<file path="config.mk">
export PLATFORM = sky130hd
export DESIGN_NAME = centered_window_average_with_gaps_core_flat
export DESIGN_NICKNAME = d
export VERILOG_FILES = /design/src/sv/cwag_pkg.sv /design/src/sv/cwag_if.sv /design/src/sv/cwag_cell.sv /design/src/sv/cwag_div.sv /design/src/sv/centered_window_average_with_gaps_core.sv /design/src/flat_wrapper.sv
export SDC_FILE = /design/constraint.sdc
export NUM_CORES = 1
export LEC_CHECK = 0
export BUFFER_PORTS_ARGS = -buffer_cell sky130_fd_sc_hd__buf_2
export CAP_MARGIN = 20
export CORE_UTILIZATION = 35
export DETAILED_ROUTE_END_ITERATION = 12
export GPL_ROUTABILITY_DRIVEN = 0
export REMOVE_ABC_BUFFERS = 1
export SLEW_MARGIN = 20
export SYNTH_ARGS = -nofsm -noshare
export SYNTH_HDL_FRONTEND = slang
export SYNTH_SLANG_ARGS = --single-unit
</file>
<file path="constraint.sdc">
create_clock -name clk -period 19.2 [get_ports clk]
set_input_delay 0 -clock clk [delete_from_list [all_inputs] [get_ports clk]]
set_output_delay 0 -clock clk [all_outputs]
set_load 0.005 [all_outputs]
</file>
<file path="src/sv/cwag_pkg.sv">
// Shared constants, types and register codes for the centered window averager.
package cwag_pkg;

	localparam int MAX_HALF_WINDOW  = 7;
	localparam int SAMPLE_BITS      = 16;
	localparam int DEPTH            = 2 * MAX_HALF_WINDOW + 1;
	localparam int IDX_W            = $clog2(DEPTH);
	localparam int CNT_W            = $clog2(DEPTH + 1);
	localparam int HW_W             = $clog2(MAX_HALF_WINDOW + 1);
	localparam int HALF_WINDOW_BITS = 3;
	localparam int RNG_W            = $clog2(DEPTH + MAX_HALF_WINDOW + 1);
	localparam int SUM_W            = SAMPLE_BITS + CNT_W;
	localparam int MAG_W            = SAMPLE_BITS - 1 + CNT_W;
	localparam int NUM_W            = MAG_W + 1;
	localparam int DEN_W            = CNT_W + 1;
	localparam int STEP_W           = $clog2(NUM_W + 1);

	localparam int ADDR_W    = 3;
	localparam int REG_IDX_W = ADDR_W - 2;
	localparam logic [REG_IDX_W-1:0] REG_HALF_WINDOW   = 1'd0;
	localparam logic [REG_IDX_W-1:0] REG_ZERO_EXCLUDED = 1'd1;

	typedef logic signed [SAMPLE_BITS-1:0] sample_t;

	typedef struct packed {
		logic shift;
		logic clear;
		logic load;
		logic scan;
	} cell_ctrl_t;

endpackage

</file>
<file path="src/sv/cwag_if.sv">
// Stream channel interfaces for samples in and averages out.
interface cwag_in_if import cwag_pkg::*; ();
	logic    valid;
	logic    ready;
	sample_t sample;
	logic    sample_present;
	logic    row_end;

	modport source(output valid, sample, sample_present, row_end, input ready);
	modport sink(input valid, sample, sample_present, row_end, output ready);
endinterface

interface cwag_out_if import cwag_pkg::*; ();
	logic    valid;
	logic    ready;
	sample_t average;
	logic    average_present;
	logic    row_last;

	modport source(output valid, average, average_present, row_last, input ready);
	modport sink(input valid, average, average_present, row_last, output ready);
endinterface

</file>
<file path="src/sv/cwag_cell.sv">
// One window cell: a stored sample plus a scan copy that drains toward cell zero.
module cwag_cell import cwag_pkg::*; (
	input  logic       clk,
	input  logic       arst_n,
	input  cell_ctrl_t ctrl,
	input  logic       in_range,
	input  sample_t    win_val_in,
	input  logic       win_cnt_in,
	input  sample_t    scan_val_in,
	input  logic       scan_cnt_in,
	output sample_t    win_val,
	output logic       win_cnt,
	output sample_t    scan_val,
	output logic       scan_cnt
);

	sample_t win_val_q;
	logic    win_cnt_q;
	sample_t scan_val_q;
	logic    scan_cnt_q;

	always_ff @(posedge clk or negedge arst_n) begin
		if (!arst_n) begin
			win_cnt_q  <= 1'b0;
			scan_cnt_q <= 1'b0;
		end else begin
			if (ctrl.clear) begin
				win_cnt_q <= 1'b0;
			end else if (ctrl.shift) begin
				win_cnt_q <= win_cnt_in;
			end
			if (ctrl.load) begin
				scan_cnt_q <= win_cnt_q && in_range;
			end else if (ctrl.scan) begin
				scan_cnt_q <= scan_cnt_in;
			end
		end
	end

	// values are only meaningful while the matching count bit is set
	always_ff @(posedge clk) begin
		if (ctrl.shift) begin
			win_val_q <= win_val_in;
		end
		if (ctrl.load) begin
			scan_val_q <= win_val_q;
		end else if (ctrl.scan) begin
			scan_val_q <= scan_val_in;
		end
	end

	assign win_val  = win_val_q;
	assign win_cnt  = win_cnt_q;
	assign scan_val = scan_cnt_q ? scan_val_q : '0;
	assign scan_cnt = scan_cnt_q;

endmodule

</file>
<file path="src/sv/cwag_div.sv">
// Restoring divider, one quotient bit per cycle.
module cwag_div import cwag_pkg::*; (
	input  logic             clk,
	input  logic             arst_n,
	input  logic             start,
	input  logic [NUM_W-1:0] numer,
	input  logic [DEN_W-1:0] denom,
	output logic             done,
	output logic [NUM_W-1:0] quot
);

	logic [NUM_W-1:0]  quo_q;
	logic [DEN_W-1:0]  rem_q;
	logic [DEN_W-1:0]  den_q;
	logic [STEP_W-1:0] steps_q;
	logic              done_q;
	logic [DEN_W:0]    trial;
	logic [DEN_W:0]    diff;
	logic              ge;

	assign trial = {rem_q, quo_q[NUM_W-1]};
	assign diff  = trial - {1'b0, den_q};
	assign ge    = trial >= {1'b0, den_q};

	always_ff @(posedge clk or negedge arst_n) begin
		if (!arst_n) begin
			steps_q <= '0;
			done_q  <= 1'b0;
		end else begin
			done_q <= 1'b0;
			if (start) begin
				steps_q <= STEP_W'(NUM_W);
			end else if (steps_q != '0) begin
				steps_q <= steps_q - 1'b1;
				done_q  <= (steps_q == STEP_W'(1));
			end
		end
	end

	always_ff @(posedge clk) begin
		if (start) begin
			quo_q <= numer;
			rem_q <= '0;
			den_q <= denom;
		end else if (steps_q != '0) begin
			rem_q <= ge ? diff[DEN_W-1:0] : trial[DEN_W-1:0];
			quo_q <= {quo_q[NUM_W-2:0], ge};
		end
	end

	assign done = done_q;
	assign quot = quo_q;

endmodule

</file>
<file path="src/sv/centered_window_average_with_gaps_core.sv">
// An item that gives no result leaves the block idle, ready for the next item;
// a row end gives up to half_window+1 results, one per window center.
// Per result: load, scan the chain, divide (start, steps, done) if any counts, write the output.
// The next item is taken once the last result of the previous item is in the output register.
// Reset: asynchronous active-low arst_n empties the window, half_window = 1, zero_excluded = 0.
module centered_window_average_with_gaps_core import cwag_pkg::*; (
	input  logic              clk,
	input  logic              arst_n,
	cwag_in_if.sink           in_ch,
	cwag_out_if.source        out_ch,
	input  logic              psel,
	input  logic              penable,
	input  logic              pwrite,
	input  logic [ADDR_W-1:0] paddr,
	input  logic [31:0]       pwdata,
	output logic [31:0]       prdata,
	output logic              pready
);

	localparam logic [2:0] ST_IDLE   = 3'd0;
	localparam logic [2:0] ST_LOAD   = 3'd1;
	localparam logic [2:0] ST_SCAN   = 3'd2;
	localparam logic [2:0] ST_DSTART = 3'd3;
	localparam logic [2:0] ST_DWAIT  = 3'd4;
	localparam logic [2:0] ST_PUT    = 3'd5;

	localparam logic [NUM_W-1:0] MAXV = NUM_W'((1 << (SAMPLE_BITS - 1)) - 1);

	// Configuration registers
	logic [HALF_WINDOW_BITS-1:0] half_window_q;
	logic                        zero_excluded_q;
	logic [REG_IDX_W-1:0]        reg_idx;

	assign reg_idx = paddr[ADDR_W-1:2];
	assign pready  = 1'b1;

	always_ff @(posedge clk or negedge arst_n) begin
		if (!arst_n) begin
			half_window_q   <= HALF_WINDOW_BITS'(1);
			zero_excluded_q <= 1'b0;
		end else if (psel && penable && pwrite) begin
			case (reg_idx)
				REG_HALF_WINDOW:   half_window_q   <= pwdata[HALF_WINDOW_BITS-1:0];
				REG_ZERO_EXCLUDED: zero_excluded_q <= pwdata[0];
				default: ;
			endcase
		end
	end

	always_comb begin
		case (reg_idx)
			REG_HALF_WINDOW:   prdata = 32'(half_window_q);
			REG_ZERO_EXCLUDED: prdata = 32'(zero_excluded_q);
			default:           prdata = '0;
		endcase
	end

	// Effective half window, clipped to what the cell chain holds
	logic [HW_W-1:0] h_eff;
	assign h_eff = (int'(half_window_q) > MAX_HALF_WINDOW) ? HW_W'(MAX_HALF_WINDOW)
	                                                      : HW_W'(half_window_q);

	// Control state
	logic [2:0]       state_q;
	logic [CNT_W-1:0] seen_q;
	logic             row_end_q;
	logic [HW_W-1:0]  d_q;
	logic [IDX_W-1:0] scan_idx_q;
	logic signed [SUM_W-1:0] acc_q;
	logic [CNT_W-1:0] cnt_q;

	logic    in_fire;
	logic    counts;
	sample_t new_val;
	logic [CNT_W-1:0] seen_inc;
	logic [RNG_W-1:0] seen_m1;
	logic [HW_W-1:0]  top_d;

	assign in_ch.ready = (state_q == ST_IDLE);
	assign in_fire     = in_ch.valid && in_ch.ready;

	// A sample counts when present, and in zero-excluded mode when nonzero
	assign counts   = in_ch.sample_present && !(zero_excluded_q && (in_ch.sample == '0));
	assign new_val  = counts ? in_ch.sample : '0;
	assign seen_inc = (seen_q < CNT_W'(DEPTH)) ? seen_q + 1'b1 : seen_q;
	assign seen_m1  = RNG_W'(seen_inc) - 1'b1;
	assign top_d    = (seen_m1 < RNG_W'(h_eff)) ? seen_m1[HW_W-1:0] : h_eff;

	// Cell chain
	cell_ctrl_t       ctrl;
	sample_t          win_val_w  [DEPTH];
	logic [DEPTH-1:0] win_cnt_w;
	sample_t          scan_val_w [DEPTH];
	logic [DEPTH-1:0] scan_cnt_w;
	logic [DEPTH-1:0] in_range;

	// Cell i lies in the window of position d when d-h <= i <= d+h
	always_comb begin
		for (int i = 0; i < DEPTH; i++) begin
			in_range[i] = ((RNG_W'(i) + RNG_W'(h_eff)) >= RNG_W'(d_q)) &&
			              (RNG_W'(i) <= (RNG_W'(d_q) + RNG_W'(h_eff)));
		end
	end

	for (genvar g = 0; g < DEPTH; g++) begin : g_cell
		sample_t wv_in;
		logic    wc_in;
		sample_t sv_in;
		logic    sc_in;

		if (g == 0) begin : g_head
			assign wv_in = new_val;
			assign wc_in = counts;
		end else begin : g_body
			assign wv_in = win_val_w[g-1];
			assign wc_in = win_cnt_w[g-1];
		end

		if (g == DEPTH - 1) begin : g_tail
			assign sv_in = '0;
			assign sc_in = 1'b0;
		end else begin : g_mid
			assign sv_in = scan_val_w[g+1];
			assign sc_in = scan_cnt_w[g+1];
		end

		cwag_cell u_cell (
			.clk         (clk),
			.arst_n      (arst_n),
			.ctrl        (ctrl),
			.in_range    (in_range[g]),
			.win_val_in  (wv_in),
			.win_cnt_in  (wc_in),
			.scan_val_in (sv_in),
			.scan_cnt_in (sc_in),
			.win_val     (win_val_w[g]),
			.win_cnt     (win_cnt_w[g]),
			.scan_val    (scan_val_w[g]),
			.scan_cnt    (scan_cnt_w[g])
		);
	end

	// Divider operands: (2|sum| + count) / (2 count) rounds half away from zero
	logic                    sum_neg;
	logic [SUM_W-1:0]        mag;
	logic [NUM_W-1:0]        numer;
	logic [DEN_W-1:0]        denom;
	logic                    div_start;
	logic                    div_done;
	logic [NUM_W-1:0]        quot;
	logic [CNT_W-1:0]        cnt_nxt;

	assign sum_neg = acc_q[SUM_W-1];
	assign mag     = sum_neg ? SUM_W'(-acc_q) : SUM_W'(acc_q);
	assign numer   = {mag[MAG_W-1:0], 1'b0} + NUM_W'(cnt_q);
	assign denom   = {cnt_q, 1'b0};
	assign cnt_nxt = cnt_q + CNT_W'(scan_cnt_w[0]);

	cwag_div u_div (
		.clk    (clk),
		.arst_n (arst_n),
		.start  (div_start),
		.numer  (numer),
		.denom  (denom),
		.done   (div_done),
		.quot   (quot)
	);

	// Result formatting: negate, or saturate the positive side
	sample_t res_avg;
	logic    res_last;
	logic    put_fire;
	logic    out_valid_q;
	sample_t out_avg_q;
	logic    out_pres_q;
	logic    out_last_q;

	always_comb begin
		if (cnt_q == '0) begin
			res_avg = '0;
		end else if (sum_neg) begin
			res_avg = sample_t'(-quot[SAMPLE_BITS-1:0]);
		end else if (quot > MAXV) begin
			res_avg = sample_t'(MAXV[SAMPLE_BITS-1:0]);
		end else begin
			res_avg = sample_t'(quot[SAMPLE_BITS-1:0]);
		end
	end

	assign res_last = row_end_q && (d_q == '0);
	assign put_fire = (state_q == ST_PUT) && (!out_valid_q || out_ch.ready);

	always_comb begin
		ctrl       = '0;
		ctrl.shift = in_fire;
		ctrl.load  = (state_q == ST_LOAD);
		ctrl.scan  = (state_q == ST_SCAN);
		ctrl.clear = put_fire && res_last;
		div_start  = (state_q == ST_DSTART);
	end

	// Sequencer: load a window snapshot, drain it, divide if any sample counts, write the result
	always_ff @(posedge clk or negedge arst_n) begin
		if (!arst_n) begin
			state_q    <= ST_IDLE;
			seen_q     <= '0;
			row_end_q  <= 1'b0;
			d_q        <= '0;
			scan_idx_q <= '0;
		end else begin
			case (state_q)
				ST_IDLE: begin
					if (in_fire) begin
						seen_q    <= seen_inc;
						row_end_q <= in_ch.row_end;
						if (in_ch.row_end) begin
							d_q     <= top_d;
							state_q <= ST_LOAD;
						end else if (RNG_W'(seen_inc) > RNG_W'(h_eff)) begin
							d_q     <= h_eff;
							state_q <= ST_LOAD;
						end
					end
				end
				ST_LOAD: begin
					scan_idx_q <= '0;
					state_q    <= ST_SCAN;
				end
				ST_SCAN: begin
					scan_idx_q <= scan_idx_q + 1'b1;
					if (scan_idx_q == IDX_W'(DEPTH - 1)) begin
						state_q <= (cnt_nxt == '0) ? ST_PUT : ST_DSTART;
					end
				end
				ST_DSTART: begin
					state_q <= ST_DWAIT;
				end
				ST_DWAIT: begin
					if (div_done) begin
						state_q <= ST_PUT;
					end
				end
				ST_PUT: begin
					if (put_fire) begin
						if (res_last) begin
							// flush done: drop the row and wait for the next one
							seen_q  <= '0;
							state_q <= ST_IDLE;
						end else if (row_end_q) begin
							d_q     <= d_q - 1'b1;
							state_q <= ST_LOAD;
						end else begin
							state_q <= ST_IDLE;
						end
					end
				end
				default: begin
					state_q <= ST_IDLE;
				end
			endcase
		end
	end

	// Accumulate the cell-zero output while the snapshot drains
	always_ff @(posedge clk) begin
		if (state_q == ST_LOAD) begin
			acc_q <= '0;
			cnt_q <= '0;
		end else if (state_q == ST_SCAN) begin
			acc_q <= acc_q + SUM_W'(scan_val_w[0]);
			cnt_q <= cnt_nxt;
		end
	end

	// Output register: hold the result until taken
	always_ff @(posedge clk or negedge arst_n) begin
		if (!arst_n) begin
			out_valid_q <= 1'b0;
		end else if (put_fire) begin
			out_valid_q <= 1'b1;
		end else if (out_ch.ready) begin
			out_valid_q <= 1'b0;
		end
	end

	always_ff @(posedge clk) begin
		if (put_fire) begin
			out_avg_q  <= res_avg;
			out_pres_q <= (cnt_q != '0);
			out_last_q <= res_last;
		end
	end

	assign out_ch.valid           = out_valid_q;
	assign out_ch.average         = out_avg_q;
	assign out_ch.average_present = out_pres_q;
	assign out_ch.row_last        = out_last_q;

`ifndef SYNTHESIS
	a_seen_bound: assert property (@(posedge clk) disable iff (!arst_n)
		seen_q <= CNT_W'(DEPTH))
		else $error("samples seen exceeds window depth");

	a_div_done_wait: assert property (@(posedge clk) disable iff (!arst_n)
		div_done |-> (state_q == ST_DWAIT))
		else $error("divider finished outside its wait state");

	a_center_bound: assert property (@(posedge clk) disable iff (!arst_n)
		(state_q == ST_LOAD) |-> (d_q <= h_eff))
		else $error("window center beyond half window");

	a_row_flush: assert property (@(posedge clk) disable iff (!arst_n)
		(put_fire && res_last) |=> (seen_q == '0) && (win_cnt_w == '0))
		else $error("window not cleared after last result of row");
`endif

endmodule

</file>
<file path="src/flat_wrapper.sv">
// flat-port wrapper written by rule: the top's interface ports become plain ports
module centered_window_average_with_gaps_core_flat import cwag_pkg::*;
  (clk, arst_n, psel, penable, pwrite, paddr, pwdata, prdata, pready, in_ch_valid, in_ch_sample, in_ch_sample_present, in_ch_row_end, in_ch_ready, out_ch_valid, out_ch_average, out_ch_average_present, out_ch_row_last, out_ch_ready);
  cwag_in_if in_ch_i ();
  cwag_out_if out_ch_i ();
  input  logic clk;
  input  logic arst_n;
  input  logic psel;
  input  logic penable;
  input  logic pwrite;
  input  logic [ADDR_W-1:0] paddr;
  input  logic [31:0] pwdata;
  output logic [31:0] prdata;
  output logic pready;
  input wire logic [$bits(in_ch_i.valid)-1:0] in_ch_valid;
  input wire logic [$bits(in_ch_i.sample)-1:0] in_ch_sample;
  input wire logic [$bits(in_ch_i.sample_present)-1:0] in_ch_sample_present;
  input wire logic [$bits(in_ch_i.row_end)-1:0] in_ch_row_end;
  output wire logic [$bits(in_ch_i.ready)-1:0] in_ch_ready;
  output wire logic [$bits(out_ch_i.valid)-1:0] out_ch_valid;
  output wire logic [$bits(out_ch_i.average)-1:0] out_ch_average;
  output wire logic [$bits(out_ch_i.average_present)-1:0] out_ch_average_present;
  output wire logic [$bits(out_ch_i.row_last)-1:0] out_ch_row_last;
  input wire logic [$bits(out_ch_i.ready)-1:0] out_ch_ready;
  assign in_ch_i.valid = in_ch_valid;
  assign in_ch_i.sample = in_ch_sample;
  assign in_ch_i.sample_present = in_ch_sample_present;
  assign in_ch_i.row_end = in_ch_row_end;
  assign in_ch_ready = in_ch_i.ready;
  assign out_ch_valid = out_ch_i.valid;
  assign out_ch_average = out_ch_i.average;
  assign out_ch_average_present = out_ch_i.average_present;
  assign out_ch_row_last = out_ch_i.row_last;
  assign out_ch_i.ready = out_ch_ready;
  centered_window_average_with_gaps_core u_core (.clk(clk), .arst_n(arst_n), .in_ch(in_ch_i), .out_ch(out_ch_i), .psel(psel), .penable(penable), .pwrite(pwrite), .paddr(paddr), .pwdata(pwdata), .prdata(prdata), .pready(pready));
endmodule
</file>
==> impl_metrics.csv <==
group,metric,value,unit
status,outcome,"completed",
sta,tightest_slew,1030,ps
cts,path_clk_slew,60,ps
worst_setup_path,critPathSlowestCell,"buf_4",
synth,synth_seq_cells,607,
sta,finalClockSkew,43.7,ps
cts,cts_inserted_buffers,61,
placement,place_area,27600,µm²
floorplan,io_pins,113,
worst_setup_path,crit_top_cell,"buf_4",
grt,antenna_found_initial,1,
sta,hold_viol_final,0,
floorplan,rows,100,
cells_and_area,nFillCells,6928,
sta,tns,0,ps
sta,min_period,4640,ps
worst_setup_path,crit_type,"reg -> reg",
synth,synth_edf_count,522,
synth,synth_flop_cell,"edfxtp_1",
worst_setup_path,slowest_delay,920,ps
floorplan,die_h,277,µm
worst_hold_path,hold_class,"in -> async",
pwr,powerDensity,173,nW/µm²
cts,cts_tree,"yes",
pwr,p_leak,10.7,nW
cells_and_area,drive_gt1_share,7.57,%
floorplan,core,74700,µm²
grt,grt_max_degree,256,
worst_setup_path,path_cells,"nor3b_2 -> buf_4 -> nor2_2 -> buf_4 -> inv_8 -> buf_4 -> buf_4",
sta,max_freq,0.216,GHz
grt,grt_pass1_wl,86600,µm
cells_and_area,syn_to_final_growth,13.1,%
floorplan,die_w,277,µm
sta,drv_slew,0,
synth,synth_top_area_share,59.1,%
worst_setup_path,ff2ff_setup_slack,14560,ps
cells_and_area,antenna_cells,0,
worst_setup_path,crit_path_end,"u_core.g_cell[14].u_cell.scan_val_q[14]",
floorplan,start_util,35.5,%
sta,hold_ws,64.0,ps
worst_setup_path,r2r_cells,7,
drt,drt_iter0_markers,1255,
worst_setup_path,regToRegStartpoint,"u_core.state_q[0]",
sta,worst_slack,14560,ps
sta,finalSetupViolCount,0,
worst_setup_path,cp_top_family,"buffers and inverters",
synth,synth_area_per_cell,11.7,µm²
synth,syn_inst,2259,
cells_and_area,seqCellArea,17700,µm²
synth,synth_top_area_cell,"edfxtp_1",
sta,max_slew_margin,31.1,%
drt,drc,0,
drt,drt_first_pass_iters,5,
placement,dp_hpwl,31900,µm
worst_setup_path,worstPathArrival,4910,ps
cells_and_area,multiInputGateArea,8190,µm²
cts,clk_path_buf_depth,3,
cells_and_area,post-route-cell-area,30000,µm²
pwr,ir_drop,103,µV
drt,routed_wl,52900,µm
worst_setup_path,cp-startpoint,"u_core.state_q[0]",
worst_setup_path,cp-end-kind,"register",
synth,synth_area_leaders,"edfxtp_1 (59%), nand2_1 (7.8%), o21ai_0 (5.9%)",
cts,htree_levels,2,
grt,grt_util_all_layers,13.5,%
cells_and_area,nNetsFinal,2436,
worst_setup_path,crit_cells,7,
synth,async_reset_ff_share,9.23,%
drt,routedWlPerCell,15.9,µm
cells_and_area,layout_common_cells,"nand2_1 (554), edfxtp_1 (522), o21ai_0 (311), ha_1 (70), nor2_1 (62)",
worst_setup_path,critPathMaxFanout,100,
sta,timing.final.crit_share,24.2,%
synth,synth_cell_types,66,
drt,antenna_left,0,
cells_and_area,layout_commonest_cell,"nand2_1",
synth,netlist_area,26500,µm²
drt,vias,16500,
cells_and_area,post-route-util,40.2,%
worst_setup_path,crit_buf_inv,5,
worst_setup_path,cp-start-kind,"register",
cts,clock_latency,650,ps
cts,clock_sinks,607,
job,drv_cap,0,
sta,rsz0062_at_grt,"no",
placement,io_buffers,51,
drt,vias_per_cell,4.99,
worst_setup_path,worst_ep_required_time,19470,ps
floorplan,die_area,76900,µm²
placement,place_ws,14470,ps
synth,ys_warn_count,0,
worst_setup_path,r2r-end,"u_core.g_cell[14].u_cell.scan_val_q[14]",
grt,grt_pass1_vias,16400,
synth,yosysSeqAreaShare,66.5,%
grt,grt-ovfl-total,0,
cts,clock-root-buffer,"clkbuf_16",
[worst min-delay path: cells and delay by family]
| family | cells | cell delay [ps] |
|---|---|---|
| buffers and inverters | 3 | 1190 |
[worst min-delay path by stage]
stage	start	endpoint	slack (ps)
floorplan	arst_n	u_core.d_q[0]	-300
global placement	arst_n	u_core.g_cell[14].u_cell.win_cnt	200
detailed placement	arst_n	u_core.g_cell[14].u_cell.win_cnt	220
CTS	arst_n	u_core.g_cell[10].u_cell.scan_cnt	80
global route	arst_n	u_core.g_cell[10].u_cell.scan_cnt	130
finish	arst_n	u_core.g_cell[10].u_cell.scan_cnt	60
[per-stage QoR]
| step | instances | total power [mW] |
|---|---|---|
| finish | 3319 | 5.19 |
| global route | 3319 | 5.53 |
| CTS | 3319 | 5.23 |
| detailed placement | 3174 | 3.96 |
| global placement | 3174 | 3.90 |
| floorplan | 2138 | 3.72 |
[synth_stat cells, types with 29 or more instances]
library cell	number
edfxtp_1	522
clkbuf_1	113
and2_1	51
inv_1	37
buf_4	30
a21oi_1	50
xnor2_1	33
ha_1	70
o21ai_0	311
dfxtp_1	29
nand2_1	554
nor2_1	64
dfrtp_1	55
[sequential cells by signal (all words and copies together), names as in the netlist, 4 cells and up]
name                             flops
u_core.g_cell.u_cell.scan_cnt       15
u_core.seen_q                        4
u_core.u_div.den_q                   4
u_core.acc_q                        20
u_core.cnt_q                         4
u_core.u_div.steps_q                 5
u_core.u_div.quot                   20
u_core.out_ch.average               16
u_core.g_cell.u_cell.win_val       240
u_core.g_cell.u_cell.win_cnt        15
u_core.g_cell.u_cell.scan_val_q    240
u_core.scan_idx_q                    4
u_core.u_div.rem_q                   5
[what timing repair did]
action / CTS / global route
gates resized for setup: 0 / 0
setup buffers: 0 / 0
hold buffers: 34 / 0
hold endpoints to repair: 82 / 0
[power breakdown]
group	switching, mW	total, mW	internal [mW]
sequential	0.310	2.46	2.15
combinational	1.02	1.49	0.472
clock	0.512	1.23	0.719
[cell families (layout without fill, tap and decap cells)]
logic type / Yosys count / after routing / share of synthesized area [%]
and+or+nand+nor: 817 / 817 / 13.4
DFF: 607 / 607 / 66.5
AOI/OAI and AO/OA: 500 / 500 / 10.9
buffers and inverters: 188 / 251 / 3.11
adders and majority gates: 74 / 74 / 3.60
xor gates and xnor gates: 53 / 53 / 1.75
muxes: 18 / 18 / 0.707
other: 2 / 30 / 0.0283
[layout make-up]
class,instances,area share (%)
flip-flops and latches,607,58.8
multi-input cells,1492,27.3
clock buffers,79,5.41
well taps,969,4.04
repair buffers,101,2.44
clock inverters,32,1.50
inverters,39,0.513
[layer usage]
layer / up-vias / track usage (%) / routed length (µm)
li1: 8138 / - / -
met4: 0 / 3.75 / 1130
met2: 313 / 20.9 / 23500
met1: 8006 / 19.5 / 26200
met5: - / 0 / 0
met3: 91 / 2.27 / 2070
Note: power is estimated with default switching activity, not from simulation.
